===== src/assert_macros.svh =====
// Assertion macros shared by the deframer RTL.
`ifndef ASSERT_MACROS_SVH
`define ASSERT_MACROS_SVH

// Property that must hold at every clock edge out of reset.
`define SLFE_ASSERT(lbl, expr, msg) \
    lbl: assert property (@(posedge aclk) disable iff (!aresetn) (expr)) else $error(msg);

// Same-cycle implication.
`define SLFE_IMPLY(lbl, ante, cons, msg) \
    lbl: assert property (@(posedge aclk) disable iff (!aresetn) (ante) |-> (cons)) \
        else $error(msg);

`endif


===== src/slfe_pkg.sv =====
// Package for the sync/length frame extractor: constants, register indexes and shared types.
package slfe_pkg;

    localparam int HDR_HELD        = 10;
    localparam int LEN_OFFSET      = 8;
    localparam int CRC_BYTES       = 4;
    localparam int SYNC_BYTES      = 3;
    localparam int MAX_RAW_LEN_DEF = 16384;

    localparam int CNT_W      = 4;
    localparam int SUM_W      = 17;
    localparam int IDX_W      = 14;
    localparam int CFG_ADDR_W = 2;
    localparam int TDATA_W    = 24;

    localparam logic [CFG_ADDR_W-1:0] REG_SYNC_FIRST    = 2'd0;
    localparam logic [CFG_ADDR_W-1:0] REG_SYNC_SECOND   = 2'd1;
    localparam logic [CFG_ADDR_W-1:0] REG_SYNC_THIRD    = 2'd2;
    localparam logic [CFG_ADDR_W-1:0] REG_HEADER_LENGTH = 2'd3;

    localparam logic [7:0] SYNC_FIRST_RST    = 8'd170;
    localparam logic [7:0] SYNC_SECOND_RST   = 8'd68;
    localparam logic [7:0] SYNC_THIRD_RST    = 8'd18;
    localparam logic [7:0] HEADER_LENGTH_RST = 8'd28;

    typedef struct packed {
        logic       push;
        logic       pop;
        logic [7:0] din;
    } hold_ctl_t;

    typedef struct packed {
        logic [CNT_W-1:0] count;
        logic [7:0]       b0;
        logic [7:0]       b1;
        logic [7:0]       b2;
        logic [7:0]       len_lo;
        logic [7:0]       len_hi;
    } hold_stat_t;

endpackage


===== src/sync_length_frame_extractor_core.sv =====
// Three-byte sync, length-field deframer: top level with sequencer and output register.
// Usage:
//   s_tdata[7:0] carries one received byte per transaction on the slave channel.
//   Results leave on the master channel: m_tdata holds the byte and its frame
//   position, m_tlast marks the final frame byte (CRC included), m_tuser flags
//   a dropped frame whose length field plus header length exceeded the limit.
//   cfg_valid/cfg_addr/cfg_data write the sync bytes and header length;
//   cfg_ready is always high. Write them only while the block is idle.
// Sequence:
//   While hunting, a byte is accepted and the window is then scanned, dropping
//   front bytes until it matches the sync bytes or fewer than three bytes are
//   held; no new byte is accepted until the scan ends. A found header goes to
//   the length check, then the header bytes are sent one by one, each waiting
//   on a free master channel; an over-limit length sends one result and
//   scans the nine remaining bytes again.
//   While passing frame bytes, one byte per cycle while the receiver takes each
//   result: each is registered at accept and shows on the master channel in the next cycle.
//   The front-drop shift line and the single window compare set the hunting pace.
// Reset: aresetn (synchronous, active low) empties the hold line, returns to
//   hunting and restores the register defaults.
// Stall: a held result stays on the master channel until taken; the sequencer
//   waits on it to give a result, and the slave channel waits on it in pass only.
`include "assert_macros.svh"

module sync_length_frame_extractor_core #(
    parameter int MAX_RAW_LEN = slfe_pkg::MAX_RAW_LEN_DEF
) (
    input  logic                              aclk,
    input  logic                              aresetn,
    // s_tdata: in_byte[7:0]
    input  logic [7:0]                        s_tdata,
    input  logic                              s_tvalid,
    output logic                              s_tready,
    // m_tdata: data_byte[7:0], byte_index[21:8], zero [23:22]
    output logic [slfe_pkg::TDATA_W-1:0]      m_tdata,
    output logic                              m_tlast,
    // m_tuser: length_error[0]
    output logic                              m_tuser,
    output logic                              m_tvalid,
    input  logic                              m_tready,
    input  logic                              cfg_valid,
    output logic                              cfg_ready,
    input  logic [slfe_pkg::CFG_ADDR_W-1:0]   cfg_addr,
    input  logic [7:0]                        cfg_data
);
    import slfe_pkg::*;

    localparam int FLW = $clog2(MAX_RAW_LEN + 1);
    localparam logic [SUM_W-1:0] LIMIT = SUM_W'(MAX_RAW_LEN - CRC_BYTES);

    typedef enum logic [4:0] {
        ST_HUNT  = 5'b00001,
        ST_SCAN  = 5'b00010,
        ST_CHECK = 5'b00100,
        ST_EMIT  = 5'b01000,
        ST_PASS  = 5'b10000
    } state_t;

    state_t           state_reg, state_next;
    logic [FLW-1:0]   cnt_reg, cnt_next;
    logic [FLW-1:0]   flen_reg, flen_next;
    logic [SUM_W-1:0] sum_reg, sum_next;

    logic [7:0] sync_first_reg, sync_second_reg, sync_third_reg, hdr_len_reg;

    logic               m_tvalid_reg;
    logic [TDATA_W-1:0] m_tdata_reg;
    logic               m_tlast_reg;
    logic               m_tuser_reg;

    logic             out_free;
    logic             out_load;
    logic [7:0]       out_byte;
    logic [IDX_W-1:0] out_index;
    logic             out_last;
    logic             out_err;
    logic             s_accept;
    logic             match;
    logic             at_last;

    hold_ctl_t  ctl;
    hold_stat_t stat;

    slfe_hold u_hold (
        .aclk    (aclk),
        .aresetn (aresetn),
        .ctl     (ctl),
        .stat    (stat)
    );

    assign out_free = !m_tvalid_reg || m_tready;
    assign s_tready = (state_reg == ST_HUNT) || ((state_reg == ST_PASS) && out_free);
    assign s_accept = s_tvalid && s_tready;
    assign cfg_ready = 1'b1;

    assign match = (stat.b0 == sync_first_reg) && (stat.b1 == sync_second_reg) &&
                   (stat.b2 == sync_third_reg);
    // Shared end-of-frame compare for header emission and pass-through.
    assign at_last = ({1'b0, cnt_reg} + (FLW + 1)'(1)) >= {1'b0, flen_reg};

    always_comb begin
        state_next = state_reg;
        cnt_next   = cnt_reg;
        flen_next  = flen_reg;
        sum_next   = sum_reg;
        ctl        = '0;
        out_load   = 1'b0;
        out_byte   = '0;
        out_index  = '0;
        out_last   = 1'b0;
        out_err    = 1'b0;
        case (state_reg)
            ST_HUNT: begin
                if (s_accept) begin
                    ctl.push   = 1'b1;
                    ctl.pop    = (stat.count == CNT_W'(HDR_HELD));
                    ctl.din    = s_tdata;
                    state_next = ST_SCAN;
                end
            end
            ST_SCAN: begin
                if (stat.count < CNT_W'(SYNC_BYTES)) begin
                    state_next = ST_HUNT;
                end else if (match) begin
                    if (stat.count < CNT_W'(HDR_HELD)) begin
                        state_next = ST_HUNT;
                    end else begin
                        sum_next   = SUM_W'({stat.len_hi, stat.len_lo}) + SUM_W'(hdr_len_reg);
                        state_next = ST_CHECK;
                    end
                end else begin
                    // advance the window past a byte that cannot start a sync
                    ctl.pop = 1'b1;
                end
            end
            ST_CHECK: begin
                if (sum_reg > LIMIT) begin
                    if (out_free) begin
                        out_load   = 1'b1;
                        out_err    = 1'b1;
                        ctl.pop    = 1'b1;
                        state_next = ST_SCAN;
                    end
                end else begin
                    flen_next  = FLW'(sum_reg + SUM_W'(CRC_BYTES));
                    cnt_next   = '0;
                    state_next = ST_EMIT;
                end
            end
            ST_EMIT: begin
                if (out_free) begin
                    out_load  = 1'b1;
                    out_byte  = stat.b0;
                    out_index = IDX_W'(cnt_reg);
                    out_last  = at_last;
                    ctl.pop   = 1'b1;
                    if (at_last) begin
                        cnt_next   = '0;
                        state_next = ST_SCAN;
                    end else if (cnt_reg == FLW'(HDR_HELD - 1)) begin
                        cnt_next   = FLW'(HDR_HELD);
                        state_next = ST_PASS;
                    end else begin
                        cnt_next = cnt_reg + FLW'(1);
                    end
                end
            end
            ST_PASS: begin
                if (s_accept) begin
                    out_load  = 1'b1;
                    out_byte  = s_tdata;
                    out_index = IDX_W'(cnt_reg);
                    out_last  = at_last;
                    if (at_last) begin
                        cnt_next   = '0;
                        state_next = ST_HUNT;
                    end else begin
                        cnt_next = cnt_reg + FLW'(1);
                    end
                end
            end
            default: begin
                state_next = ST_HUNT;
            end
        endcase
    end

    always_ff @(posedge aclk) begin
        if (!aresetn) begin
            state_reg <= ST_HUNT;
            cnt_reg   <= '0;
            flen_reg  <= '0;
        end else begin
            state_reg <= state_next;
            cnt_reg   <= cnt_next;
            flen_reg  <= flen_next;
        end
    end

    always_ff @(posedge aclk) begin
        sum_reg <= sum_next;
    end

    always_ff @(posedge aclk) begin
        if (!aresetn) begin
            sync_first_reg  <= SYNC_FIRST_RST;
            sync_second_reg <= SYNC_SECOND_RST;
            sync_third_reg  <= SYNC_THIRD_RST;
            hdr_len_reg     <= HEADER_LENGTH_RST;
        end else if (cfg_valid) begin
            case (cfg_addr)
                REG_SYNC_FIRST:    sync_first_reg  <= cfg_data;
                REG_SYNC_SECOND:   sync_second_reg <= cfg_data;
                REG_SYNC_THIRD:    sync_third_reg  <= cfg_data;
                REG_HEADER_LENGTH: hdr_len_reg     <= cfg_data;
                default: begin
                end
            endcase
        end
    end

    // Hold a result until the receiver takes it.
    always_ff @(posedge aclk) begin
        if (!aresetn) begin
            m_tvalid_reg <= 1'b0;
        end else if (out_load) begin
            m_tvalid_reg <= 1'b1;
        end else if (m_tready) begin
            m_tvalid_reg <= 1'b0;
        end
    end

    always_ff @(posedge aclk) begin
        if (out_load) begin
            m_tdata_reg <= TDATA_W'({out_index, out_byte});
            m_tlast_reg <= out_last;
            m_tuser_reg <= out_err;
        end
    end

    assign m_tvalid = m_tvalid_reg;
    assign m_tdata  = m_tdata_reg;
    assign m_tlast  = m_tlast_reg;
    assign m_tuser  = m_tuser_reg;

    `SLFE_IMPLY(a_pass_empty, state_reg == ST_PASS, stat.count == '0, "hold line not empty in pass")
    `SLFE_IMPLY(a_err_no_last, m_tvalid_reg && m_tuser_reg, !m_tlast_reg, "error result marked last")
    `SLFE_IMPLY(a_emit_in_frame, state_reg == ST_EMIT, cnt_reg < flen_reg, "header index past frame")

endmodule


===== src/slfe_hold.sv =====
// Header hold line: ten byte shift line with append at the fill level and drop at the front.
`include "assert_macros.svh"

module slfe_hold (
    input  logic                aclk,
    input  logic                aresetn,
    input  slfe_pkg::hold_ctl_t  ctl,
    output slfe_pkg::hold_stat_t stat
);
    import slfe_pkg::*;

    logic [7:0]       store_reg [HDR_HELD];
    logic [CNT_W-1:0] count_reg;
    logic [CNT_W-1:0] count_next;
    logic [CNT_W-1:0] wr_addr;

    assign wr_addr    = count_reg - CNT_W'(ctl.pop);
    assign count_next = count_reg + CNT_W'(ctl.push) - CNT_W'(ctl.pop);

    always_ff @(posedge aclk) begin
        if (!aresetn) begin
            count_reg <= '0;
        end else begin
            count_reg <= count_next;
        end
    end

    // Drop the front byte by shifting down; the appended byte lands after the shift.
    always_ff @(posedge aclk) begin
        if (ctl.pop) begin
            for (int k = 0; k < HDR_HELD - 1; k++) begin
                store_reg[k] <= store_reg[k + 1];
            end
        end
        if (ctl.push) begin
            store_reg[wr_addr] <= ctl.din;
        end
    end

    assign stat.count  = count_reg;
    assign stat.b0     = store_reg[0];
    assign stat.b1     = store_reg[1];
    assign stat.b2     = store_reg[2];
    assign stat.len_lo = store_reg[LEN_OFFSET];
    assign stat.len_hi = store_reg[LEN_OFFSET + 1];

    `SLFE_ASSERT(a_count_range, count_reg <= CNT_W'(HDR_HELD), "hold count above header size")
    `SLFE_IMPLY(a_push_full, ctl.push && (count_reg == CNT_W'(HDR_HELD)), ctl.pop, "push when full")
    `SLFE_IMPLY(a_pop_nonempty, ctl.pop, count_reg != '0, "drop from empty hold line")

endmodule

===== config.mk =====
export PLATFORM = sky130hd
export DESIGN_NAME = sync_length_frame_extractor_core
export DESIGN_NICKNAME = d
export VERILOG_FILES = /design/src/slfe_pkg.sv /design/src/sync_length_frame_extractor_core.sv /design/src/slfe_hold.sv
export VERILOG_INCLUDE_DIRS = /design/src /design/src/src
export SDC_FILE = /design/constraint.sdc
export NUM_CORES = 1
export LEC_CHECK = 0
export ABC_AREA = 1
export CELL_PAD_IN_SITES_DETAIL_PLACEMENT = 0
export CELL_PAD_IN_SITES_GLOBAL_PLACEMENT = 1
export CORE_AREA = 8 8 147 149
export DETAILED_ROUTE_END_ITERATION = 8
export DIE_AREA = 0 0 155 157
export DONT_BUFFER_PORTS = 1
export GPL_ROUTABILITY_DRIVEN = 0
export PLACE_DENSITY = 0.84
export SYNTH_ARGS = -nofsm -noshare
export SYNTH_HDL_FRONTEND = slang
export SYNTH_SLANG_ARGS = --single-unit

===== constraint.sdc =====
create_clock -name aclk -period 9.7 [get_ports aclk]
set_clock_uncertainty 0.05 [all_clocks]
set_input_delay 0.485 -clock aclk [delete_from_list [all_inputs] [get_ports aclk]]
set_output_delay 0.485 -clock aclk [all_outputs]
set_load 0.02 [all_outputs]

# Word-level counts from Yosys, hierarchy flattened
# Memories as Yosys holds them, arrays and structs flattened.
# Index checks and enable logic that the tools add are counted.
[classes]
addsub = 7
magnitude_cmp = 4
eq_ne = 21
n_mux = 44
bitwise = 3
n_reduce_logical = 18
[op_table]
columns = ["op", "n"]
rows = [
  ["2-to-1 mux 15 bit", 6],
  ["2-to-1 mux 5 bit", 10],
  ["one-hot mux 15 bit (3 select lines)", 1],
  ["2-to-1 mux 14 bit", 2],
  ["one-hot mux 14 bit (2 select lines)", 1],
  ["one-hot mux 5 bit (5 select lines)", 1],
  ["equality test 8 bit", 3],
  ["2-to-1 mux 8 bit", 3],
  ["adder 16 x 8 -> 17 bit", 1],
  ["> comparator 17 x 14 -> 1 bit, second input constant", 1],
  ["adder 15 x 1 -> 16 bit, second input constant", 1],
  ["greater-or-equal comparator 16 x 15 -> 1 bit", 1],
  ["one-hot mux 8 bit (2 select lines)", 1],
  ["adder 15 x 1 -> 15 bit, second input constant", 1],
  ["adder 15 x 3 -> 15 bit, second input constant", 1],
  ["equality test 15 x 4 -> 1 bit, second input constant", 1],
  ["2-to-1 mux 1 bit", 14],
  ["2-to-1 mux 10 bit", 1],
  ["!= test 2 bit, second input constant", 5],
  ["AND reduction 2 bit", 5],
  ["!= test 3 bit, second input constant", 3],
  ["AND reduction 4 bit", 2],
  ["subtractor 4 x 1 -> 4 bit", 2],
  ["AND reduction 7 bit", 1],
  ["other kinds (22)", 29],
]
[word_totals]
ff_bits = 113
mem_bits_rw = 80
inputBits = 23
elab_cells = 111
n_memories = 1
[memory_table]
columns = ["name", "words", "width", "rd", "rd_clocked_by_memory_dff", "write_ports", "line_no", "source"]
rows = [
  ["u_hold.store_reg", 10, 8, 10, 0, 10, "slfe_hold.sv:12", "logic [7:0] store_reg [HDR_HELD];"],
]

# Longest topological paths before layout
# Gate-level depths: netlist (run 1).
[depth]
ltp_word = 9
depth_mapped = 22
depth_no_buf = 21

# Cells and area by module
# From an unflattened synthesis (run 1), not the netlist that was laid out.
[unflattened]
hier_cells = 1221
hier_area_um2 = 10256.1
[by_module_without_submodules]
columns = ["mod", "instances", "cells_each", "area_per_inst_um2", "seq_area_each_um2"]
rows = [
  ["sync_length_frame_extractor_core", 1, 824, 6233.5, 2592.5],
  ["slfe_hold", 1, 397, 4022.6, 2482.4],
]

# Least setup slack after synthesis (run 1)
# Ideal clock, no wire load.
[synth_timing]
kind = "flip-flop to flip-flop"
from = "reg state_reg[3]"
to = "mem u_hold.store_reg[2][0] (enable)"
setup_time_ns = 0.329
arrival_ns = 2.958
t_required_ns = 9.321
slack_ns = 6.363
path_stages_with_launch = 19
path_buffers = 2
synth_period_minus_slack_ns = 3.337
path_cell_list = "dfxtp_1 > inv_2 > nand2_4 > nor3_2 > nand2_2 > inv_2 > nand2_4 > buf_2 > o311ai_1 > nor2_2 > inv_1 > ha_1 > inv_1 > ha_1 > inv_1 > nor3_2 > nand2_1 > buf_2 > nand2_1"
[synth_lines]
columns = ["item", "line_no", "source"]
rows = [
  ["start: declaration", "sync_length_frame_extractor_core.sv:59", "state_t state_reg, state_next;"],
  ["start signal: assignment", "sync_length_frame_extractor_core.sv:194", "state_reg <= state_next;"],
  ["end: declaration", "slfe_hold.sv:12", ""],
]

==> results of run 1 <==
==> area by class of cell <==
| type | count | share of cell area (%) |
|---|---|---|
| sequential | 193 | 47.08 |
| multi-input combinational | 782 | 38.72 |
| inverter | 164 | 5.734 |
| clock buffer | 18 | 3.981 |
| tap | 265 | 3.076 |
| timing repair buffer | 2 | 0.1393 |
| clock inverter | 13 | 1.265 |
==> report_power, final <==
| group | internal (mW) | switching (mW) |
|---|---|---|
| registers | 1.02 | 0.0717 |
| clock network | 0.378 | 0.306 |
| logic | 0.148 | 0.354 |
==> kinds of logic (layout without fill, tap and decap cells) <==
group / Yosys count / count (layout)
buffers and inverters: 191 / 197
adders and majority gates: 37 / 37
AOI/OAI and AO/OA: 210 / 210
and+or+nand+nor: 494 / 494
xor gates and xnor gates: 38 / 38
DFF: 193 / 193
other: 2 / 3
==> stage by stage <==
step           area, um^2  hold slack, ps
2_1_floorplan       10020           385.3
3_3_place_gp        10210           400.6
3_5_place_dp        10210           407.1
4_1_cts             10780           92.26
5_1_grt             10780           92.76
6_report            10780           114.0
==> worst paths after layout <==
| check | startpoint | to | slack, ps | depth (start not counted) |
|---|---|---|---|---|
| setup / recovery | m_tvalid | u_hold.store_reg[2][1] | 5680 | 14 |
| hold / removal | aresetn | hdr_len_reg[3] | 110 | 1 |
| setup reg to reg | m_tvalid | u_hold.store_reg[2][1] | 5680 | 14 |
| hold reg to reg | flen_reg[3] | flen_reg[3] | 420 | 2 |
==> metal layers <==
metal,up-vias,global-route usage (%)
met3,37,3.373
met1,3404,22.44
met4,0,8.586
met2,138,34.85
met5,-,0
li1,3809,-
==> critical path: cells and delay by family, from the launching register on <==
kind            cells  cell delay, ps
flops               1             440
compound gates      1             150
simple gates        6            1990
buf+inv             5             560
fa+ha+maj           2             500
==> layout by cell type, fill, tap and decap left out, types with 4 or more instances in the layout <==
| master | instances |
|---|---|
| a21oi_1 | 56 |
| clkbuf_16 | 17 |
| clkinv_1 | 4 |
| dfxtp_1 | 72 |
| edfxtp_1 | 121 |
| ha_1 | 35 |
| inv_1 | 148 |
| inv_2 | 12 |
| nand2_1 | 267 |
| nand2_2 | 7 |
| nand2_4 | 6 |
| nand3_1 | 45 |
| nand4_1 | 12 |
| nor2_1 | 123 |
| nor2_2 | 8 |
| nor3_1 | 9 |
| nor3_2 | 4 |
| o211ai_1 | 9 |
| o21ai_0 | 102 |
| o21ai_1 | 18 |
| o22ai_1 | 6 |
| xnor2_1 | 11 |
| xor2_1 | 27 |
==> metrics.md, run 1 <==
| Metric | Value |
|---|---|
| Placed Cells | approximately 1400 |
| Data arrival, critical path | 4080 ps |
| Vias in the first global route | 6806 |
| Nets | roughly 1200 |
| Die Ht | 157 um |
| Tot Pwr | 2.274 mW |
| Fin. max-slew vios | 0 |
| Post-synthesis cell count | 1165 |
| Xor/xnor share of the synthesized area | 3.323% |
| Die area | 24340 um^2 |
| Post-synth ARST share | 0% |
| Hold Crit Class | primary input to flip-flop |
| Initial antenna violation count | 0 |
| Clk buf depth | 2 |
| Pwr/cell area | 211.0 nW/um^2 |
| Antenna cells | 0 |
| CP Capture Type | flip-flop |
| Met2 WL post-DR | 11.95 mm |
| Utilization after layout | 56.12% |
| Count leader, synth | nand2_1 |
| First DRT Iteration DRCs | 399 |
| CP max stage cell | nor2_2 |
| Synth top cells by count | 267 x nand2_1, 148 x inv_1, 123 x nor2_1 |
| Layout cells sized above 1 | approximately 7.3% |
| Peak supply drop | 0.1262 mV |
| CP dominant cell by count | inv_1 |
| #FFs+latches synth | 193 |
| Largest net degree at the start of global routing | 57 |
| CP Class | flip-flop to flip-flop |
| Slew @ Worst Pin | 1142 ps |
| RSZ-0062 raised after global routing | false |
| Global-route wire length before repair | 36.22 mm |
| Slew headroom | 23.70% |
| I/O Buffers | 0 |
| Post-synth top flop | edfxtp_1 |
| Register area share after synthesis | 50.67% |
| Initial Util | a little over half |
| Antenna-violating nets left | 0 |
| Synth Area per Inst | between 8 and 9 um^2 |
| Worst-path clk slew | around 70 ps |
| MaxCap Viol Count | 0 |
| Wire per inst | 16.16 um |
| Min Tclk post-route | approximately 4000 ps |
| Dominant cells by area after synthesis | edfxtp_1 36%, dfxtp_1 14%, nand2_1 10% |
| P&R area growth vs syn | 7.620% |
| Synth top area share | 36.28% |
| Setup Fix Bufs, Post-CTS | 0 |
| Synthesis Warnings | 0 |
| Critical path required time | 9760 ps |
| Endpoints failing hold | 0 |
| Final cell count without fillers | roughly 1400 |
| Metal3 WL | approximately 750 um |
| Syn Std Cell Area | between 10000 and 15000 um^2 |
| Adder-cell share of the synthesized area | 4.772% |
| Maximum clock frequency | 0.2488 GHz |
| Post-synthesis simple-gate area fraction | 21.60% |
| Row count | 51 |
| Unique masters post-synth | 54 |
| Vias/cell | 5.141 |
| CTS tree | yes |
| CTS Hold Bufs | 0 |
| Total area of sequential cells | 5075 um^2 |
| Met1 wire length | 9.872 mm |
| Synth Area in Compound Gates | a little under an eighth |
| Final HPWL from detailed placement | 17.71 mm |
| Mux cell area share after synthesis | 0% |
| CTS HTree Levels | 4 |
| Area of the multi-input gates | around 4200 um^2 |
| Uppermost layer routed | met4 |
| Core area | 19210 um^2 |
| Status | complete, no violations |
| Total length of routed wires | 23.22 mm |
| Critical Path, Cell by Cell | inv_1 -> nor2_1 -> nor2_1 -> inv_2 -> o311ai_1 -> nor2_2 -> inv_1 -> ha_1 -> inv_1 -> ha_1 -> inv_1 -> nor3_2 -> nand2_1 -> nand2_1 |
| Largest stage delay on the critical path | 460 ps |
| Startpoint types | flip-flop |
| Initial DRT Pass Iterations | 4 |
| CP max FO | 17 |
| Worst-skew pair later-pin latency | 440 ps |
| Global-route usage over all layers | 19.45% |
| Global route total overflow | 0 |
| Filler Cell Count | 1793 |
| CTS Sinks | 193 |
| Post-Place Worst Slack | roughly 5600 ps |
| Die W | 155 um |
| Dominant cell type by area after synthesis | edfxtp_1 |
| Residual DRC count | 0 |
| Fin crit share | 41.44% |
| Max reg flops | 80 |
| Vias | 7388 |
| Worst Slack Setup Final | around 5700 ps |
| Setup Viol. Count Final | 0 |
| EDFF count, synth | 121 |
| Post-cts gate resize count | 0 |
| Largest family of logic cells by synthesized area | simple AND/OR/NAND/NOR gates |
| Total CTS buffers | 17 |
| Fin Setup TNS | 0 ps |
| Leakage | 4.527 nW |
| IO Pins | 52 |
| CTS root buf | clkbuf_16 |
Note: power is estimated with default switching activity, not from simulation.
==> run 2, diff against run 1 <==
Settings changed: CORE_AREA 8 8 147 149 to 8 8 160 162, DIE_AREA 0 0 155 157 to 0 0 168 170, PLACE_DENSITY 0.84 to 0.75.
Clock period 9.7 ns to 3.25 ns, I/O delays scaled along.
==> metrics.md, run 2 (synthesized netlist as in run 1, its figures left out) <==
| Metric | Value |
|---|---|
| Maximum clock frequency | 0.3333 GHz (+34%) |
| Commonest cells after routing, fill and taps aside | 254 x nand2_1, 144 x inv_1, 121 x edfxtp_1 |
| Combinational fraction of design power | 25.9% (+3.8 points) |
| Largest net degree at the start of global routing | 56 (-1.8%) |
| Leakage | 4.971 nW (+9.8%) |
| Wire per inst | 16.20 um (+0.27%) |
| IO Pins | 52 (unchanged) |
| Layout cells sized above 1 | 13.96% (+6.6 points) |
| Slew headroom | 49.61% (+26 points) |
| Row count | 56 (+9.8%) |
| Setup Viol. Count Final | 0 (unchanged) |
| CP max FO | 6 (-11) |
| CTS root buf | clkbuf_16 |
| Status | complete, no violations |
| Core area | 23050 um^2 (+20%) |
| Data arrival, critical path | 3250 ps (-830 ps) |
| Fin crit share | 92.31% (+51 points) |
| Sw Ratio | 34.27% (+2.1 points) |
| Hold Path Depth | 3 (+2) |
| Fin. max-slew vios | 0 (unchanged) |
| Flop pwr share | 45.4% (-2.4 points) |
| Peak supply drop | 0.3672 mV (+190%) |
| Worst-path clk slew | 90 ps (+20 ps) |
| RSZ-0062 raised after global routing | true |
| Initial DRT Pass Iterations | 7 (+3) |
| Die area | 28560 um^2 (+17%) |
| Hold Crit Class | primary input to flip-flop |
| MaxCap Viol Count | 0 (unchanged) |
| Hold path endpoint | sync_second_reg[1] |
| Placed Cells | 1481 (+5.3%) |
| FF-to-FF path depth | 20 (+6) |
| Clk buf depth | 2 (unchanged) |
| Die W | 168 um (+8.4%) |
| P_sw | 2.451 mW (+240%) |
| Critical path required time | 3500 ps (-6260 ps) |
| CP Class | flip-flop to flip-flop |
| Global-route wire length before repair | 39.43 mm (+8.9%) |
| Vias in the first global route | 7275 (+6.9%) |
| I/O Buffers | 0 (unchanged) |
| Final cell count without fillers | 1544 (+7.4%) |
| CP Capture Type | flip-flop |
| Total CTS buffers | 17 (unchanged) |
| Pwr/cell area | 607.8 nW/um^2 (+190%) |
| Die Ht | 170 um (+8.3%) |
| Vias | 7754 (+5.0%) |
| P&R area growth vs syn | 17.48% |
| Nets | 1301 (+6.6%) |
| Antenna-violating nets left | 0 (unchanged) |
| Filler Cell Count | 2156 (+20%) |
| Clock power share | 28.7% (-1.4 points) |
| Commonest non-fill, non-tap cell in the layout | nand2_1 |
| Slew @ Worst Pin | 753.6 ps (-388.2 ps) |
| Fin Setup TNS | 0 ps (unchanged) |
| Min Tclk post-route | 3000 ps (-1020 ps) |
| Endpoints failing hold | 0 (unchanged) |
| Global-route usage over all layers | 17.67% (-1.8 points) |
| Vias/cell | 5.022 (-2.3%) |
| R2R Path Start | cnt_reg[0] |
| Total length of routed wires | 25.02 mm (+7.7%) |
| Initial antenna violation count | 0 (unchanged) |
| CTS Sinks | 193 (unchanged) |
| Int Power | 4.700 mW (+200%) |
| R2r setup slk | 250 ps (-5430 ps) |
| Residual DRC count | 0 (unchanged) |
| Antenna cells | 0 (unchanged) |
| Initial Util | 43.45% (-8.7 points) |
| Global route total overflow | 0 (unchanged) |
| Startpoint types | flip-flop |
| Final HPWL from detailed placement | 18.56 mm (+4.8%) |
| Max reg flops | 80 (unchanged) |
| CTS tree | yes |
| First DRT Iteration DRCs | 529 (+33%) |
| CTS HTree Levels | 4 (unchanged) |
| Hold path start | cfg_addr[1] |
| FF-to-FF End | cnt_reg[1] |
| Worst-skew pair later-pin latency | 440 ps (about the same) |
-- run 2: critical path, stage by stage, from the launching register on --
cell and delay (ps):
dfxtp_1 370, ha_1 190, nand2_1 90, nor2_2 150, nand3_1 130, nor2_1 130, xor2_1 170, buf_4 150
inv_1 40, ha_1 260, nand4_1 80, or2_2 270, nor2_1 100, buf_4 120, nand2_4 80, nand2_4 130
inv_2 80, nand2_1 80, nand2_1 60, nand3_1 70, a21oi_1 60
-- run 2: layout make-up --
cell class	count	area, um^2	area share (%)
clock buffers	18	429.2	3.647
clock inverters	14	136.4	1.159
inverters	164	620.6	5.274
multi-input cells	783	4337	36.86
flip-flops and latches	193	5076	43.14
well taps	290	362.8	3.084
repair buffers	82	804.5	6.838
-- run 2: per-stage QoR --
stage	cell area (um^2)	worst slack [ps]	hold slack, ps	util (%)	power [mW]
after floorplan	10040	40.54	238.8	-	4.449
after global placement	10710	121.2	220.9	46.45	4.947
after detailed placement	10710	98.46	223.9	46.45	4.973
after CTS	11530	69.64	2.963	50.03	7.059
after global routing	11770	0.8455	9.485	51.04	7.522
final	11770	249.9	30.97	51.04	7.151
-- run 2: how the worst max path moves through the flow --
stage	slack [ps]	end	start	cells after the start
after floorplan	40	u_hold.store_reg[4][0]	state_reg[3]	18
after global placement	120	u_hold.store_reg[5][1]	u_hold.store_reg[1][0]	19
after detailed placement	100	u_hold.store_reg[5][4]	u_hold.store_reg[1][0]	19
after CTS	70	u_hold.store_reg[5][4]	u_hold.store_reg[0][4]	20
after global routing	0.8	u_hold.store_reg[4][2]	u_hold.store_reg[1][1]	21
final	250	cnt_reg[1]	cnt_reg[0]	20
-- run 2: repair_timing --
item                                    CTS  global route
endpoints found under the setup margin    0           166
hold buffers                             25             0
gates resized for setup                   0            41
setup buffers                             0             3
hold endpoints to repair                 57             0
-- run 2: power by group through the flow --
stage / combinational (mW) / clock [mW] / sequential (mW)
floorplan: 1.23 / 0 / 3.22
global placement: 1.65 / 0 / 3.30
detailed placement: 1.67 / 0 / 3.30
CTS: 1.74 / 2.08 / 3.25
global route: 2.08 / 2.17 / 3.28
finish: 1.85 / 2.05 / 3.25
-- run 2: metal layers --
layer  GRT usage, %  wire (um)  vias up
met4          6.328        495        0
met5              0          0        -
met2          28.32      11420      195
met1          23.25      11710     3553
li1               -          -     3973
met3          3.869       1397       33
==> run 3, diff against run 2 <==
Settings changed: CORE_AREA 8 8 160 162 to 8 8 157 159, CTS_BUF_LIST from default to sky130_fd_sc_hd__clkbuf_8, DIE_AREA 0 0 168 170 to 0 0 165 167, PLACE_DENSITY 0.75 to 0.78.
==> metrics.md, run 3 (synthesized netlist as in run 1, its figures left out) <==
| Metric | Value |
|---|---|
| Worst-skew pair later-pin latency | 480 ps (+40 ps) |
| R2r setup slk | 210 ps (-40 ps) |
| CP dominant cell by count | nor2_1 |
| Min Tclk post-route | 3038 ps (+38.31 ps) |
| CP max FO | 16 (+10) |
| Worst-path clk slew | 100 ps (about the same) |
| Antenna cells | 0 (unchanged) |
| Initial Util | 45.06% (+1.6 points) |
| Final Cell Area | 11450 um^2 (-2.7%) |
| Status | complete, no violations |
| CP Capture Type | flip-flop |
| Slew headroom | 51.40% (+1.8 points) |
| Hold Crit Class | primary input to flip-flop |
| Residual DRC count | 0 (unchanged) |
| CTS root buf | clkbuf_8 |
| Critical path required time | 3390 ps (-110 ps) |
| Endpoints failing hold | 0 (unchanged) |
| CTS HTree Levels | 4 (unchanged) |
| Nets | 1297 (-0.31%) |
| Core area | 22230 um^2 (-3.6%) |
| Vias | 7815 (+0.79%) |
| Final HPWL from detailed placement | 18.57 mm (about the same) |
| Hold path endpoint | m_tdata[3] |
| Tot Pwr | 6.585 mW (-7.9%) |
| Placed instance area | 10580 um^2 (-1.2%) |
| Max reg flops | 80 (unchanged) |
| Fin. max-slew vios | 0 (unchanged) |
| P&R area growth vs syn | 14.28% |
| CP max stage cell | edfxtp_1 |
| Initial antenna violation count | 0 (unchanged) |
| Row count | 55 (-1.8%) |
| Largest stage delay on the critical path | 430 ps (+60 ps) |
| Slew @ Worst Pin | 726.8 ps (-26.80 ps) |
| Pwr/cell area | 575.3 nW/um^2 (-5.3%) |
| Largest net degree at the start of global routing | 56 (unchanged) |
| CTS Sinks | 193 (unchanged) |
| Initial DRT Pass Iterations | 5 (-2) |
| Leakage | 4.842 nW (-2.6%) |
| Total length of routed wires | 24.81 mm (-0.83%) |
| IO Pins | 52 (unchanged) |
| Total CTS buffers | 17 (unchanged) |
| Vias/cell | 5.091 (+1.4%) |
| CTS tree | yes |
| Global route total overflow | 0 (unchanged) |
| FF-to-FF path depth | 17 (-15%) |
| Layout cells sized above 1 | 12.56% (-1.4 points) |
| Hold Path Depth | 2 (-1) |
| Die Ht | 167 um (-1.8%) |
| Fin crit share | 93.49% (+1.2 points) |
| Commonest cells after routing, fill and taps aside | 258 x nand2_1, 148 x inv_1, 121 x edfxtp_1 |
| Die area | 27560 um^2 (-3.5%) |
| I/O Buffers | 0 (unchanged) |
| Antenna-violating nets left | 0 (unchanged) |
| Startpoint types | flip-flop |
| Global-route wire length before repair | 39.20 mm (-0.58%) |
| MaxCap Viol Count | 0 (unchanged) |
| Global-route usage over all layers | 18.26% (+0.59 points) |
| CP Class | flip-flop to flip-flop |
| Commonest non-fill, non-tap cell in the layout | nand2_1 |
| R2R Path Start | u_hold.store_reg[1][4] |
| Wire per inst | 16.16 um (-0.25%) |
| FF-to-FF End | u_hold.store_reg[0][2] |
| Die W | 165 um (-1.8%) |
| Setup Viol. Count Final | 0 (unchanged) |
| Hold path start | s_tdata[3] |
| Peak supply drop | 0.2668 mV (-27%) |
| Vias in the first global route | 7358 (+1.1%) |
| Clk buf depth | 2 (unchanged) |
| First DRT Iteration DRCs | 598 (+13%) |
| Maximum clock frequency | 0.3291 GHz (-1.3%) |
| Data arrival, critical path | 3180 ps (-70 ps) |
| Critical Path, Cell by Cell | nor2_1 -> nor2_1 -> nor2_1 -> nand2_1 -> nor2_2 -> nand3_2 -> nand2_2 -> o311ai_1 -> nor2_2 -> inv_1 -> ha_2 -> inv_1 -> nor3_4 -> nand2_2 -> buf_4 -> nand2_1 -> o21ai_0 |
==> run 3: changes by cell type in the layout (fill, tap and decap cells not counted), sizes merged <==
cell	delta
buf	-7
bufinv	+2
clkbuf	-3
clkinv	+1
clkinvlp	-1
dlygate4sd3	+6
inv	-1
o2111ai	-1
==> run 3: worst max-delay path by stage <==
stage,start,endpoint,slack [ps],cells past startpoint
3_5_place_dp,u_hold.store_reg[1][4],u_hold.store_reg[6][2],-70,18
5_1_grt,sum_reg[10],u_hold.store_reg[3][0],-9,21
2_1_floorplan,state_reg[3],u_hold.store_reg[4][0],40,18
4_1_cts,u_hold.store_reg[1][4],u_hold.store_reg[6][2],3,18
6_report,u_hold.store_reg[1][4],u_hold.store_reg[0][2],210,17
3_3_place_gp,u_hold.store_reg[1][4],u_hold.store_reg[6][5],10,17
==> run 3: where the power goes <==
part           leakage [nW]  internal (mW)  switching (mW)
sequential             1.69           3.03           0.204
combinational          2.94          0.554            1.17
clock                 0.211          0.710           0.926
total                  4.84           4.29            2.29
==> run 3: critical path, delay by kind of cell, from the launching register on <==
family / cells / cell delay (ps)
AO/OA/AOI/OAI: 2 / 230
flip-flops: 1 / 430
AND/OR/NAND/NOR: 11 / 1290
buffers and inverters: 3 / 380
adder cells (fa/ha/maj): 1 / 370
==> run 3: per-layer routing <==
layer | GRT usage [%] | vias up | wire length (um)
li1 | - | 3971 | -
met1 | 24.78 | 3625 | 11790
met2 | 28.79 | 180 | 11380
met3 | 3.205 | 39 | 1002
met4 | 6.074 | 0 | 637
met5 | 0 | - | 0
==> run 3: layout make-up <==
class	count	area (um^2)
repair buffers	79	704.4
inverters	164	618.1
clock inverters	15	175.2
multi-input cells	782	4282
flip-flops and latches	193	5076
well taps	285	356.6
clock buffers	17	234.0
fillers	2070	10780
==> run 3: repair_timing <==
item                                    in CTS  in global routing
setup buffers                                0                  5
pin swaps                                    0                  7
gates resized for setup                      1                 28
endpoints found under the setup margin      10                150
hold endpoints to repair                    60                  0
hold buffers                                31                  0
gates cloned                                 0                  0
==> run 3: per-stage QoR <==
step	std cells	setup slack (ps)	setup TNS [ps]	utilization (%)	hold WS [ps]
3_5_place_dp	1467	-70.15	-223.6	47.62	226.2
6_report	1535	211.6	0	51.49	36.20
5_1_grt	1535	-9.460	-20.54	51.49	13.13
4_1_cts	1530	3.073	0	50.91	2.582
3_3_place_gp	1467	14.19	0	47.62	227.2
2_1_floorplan	1166	40.54	0	-	238.8
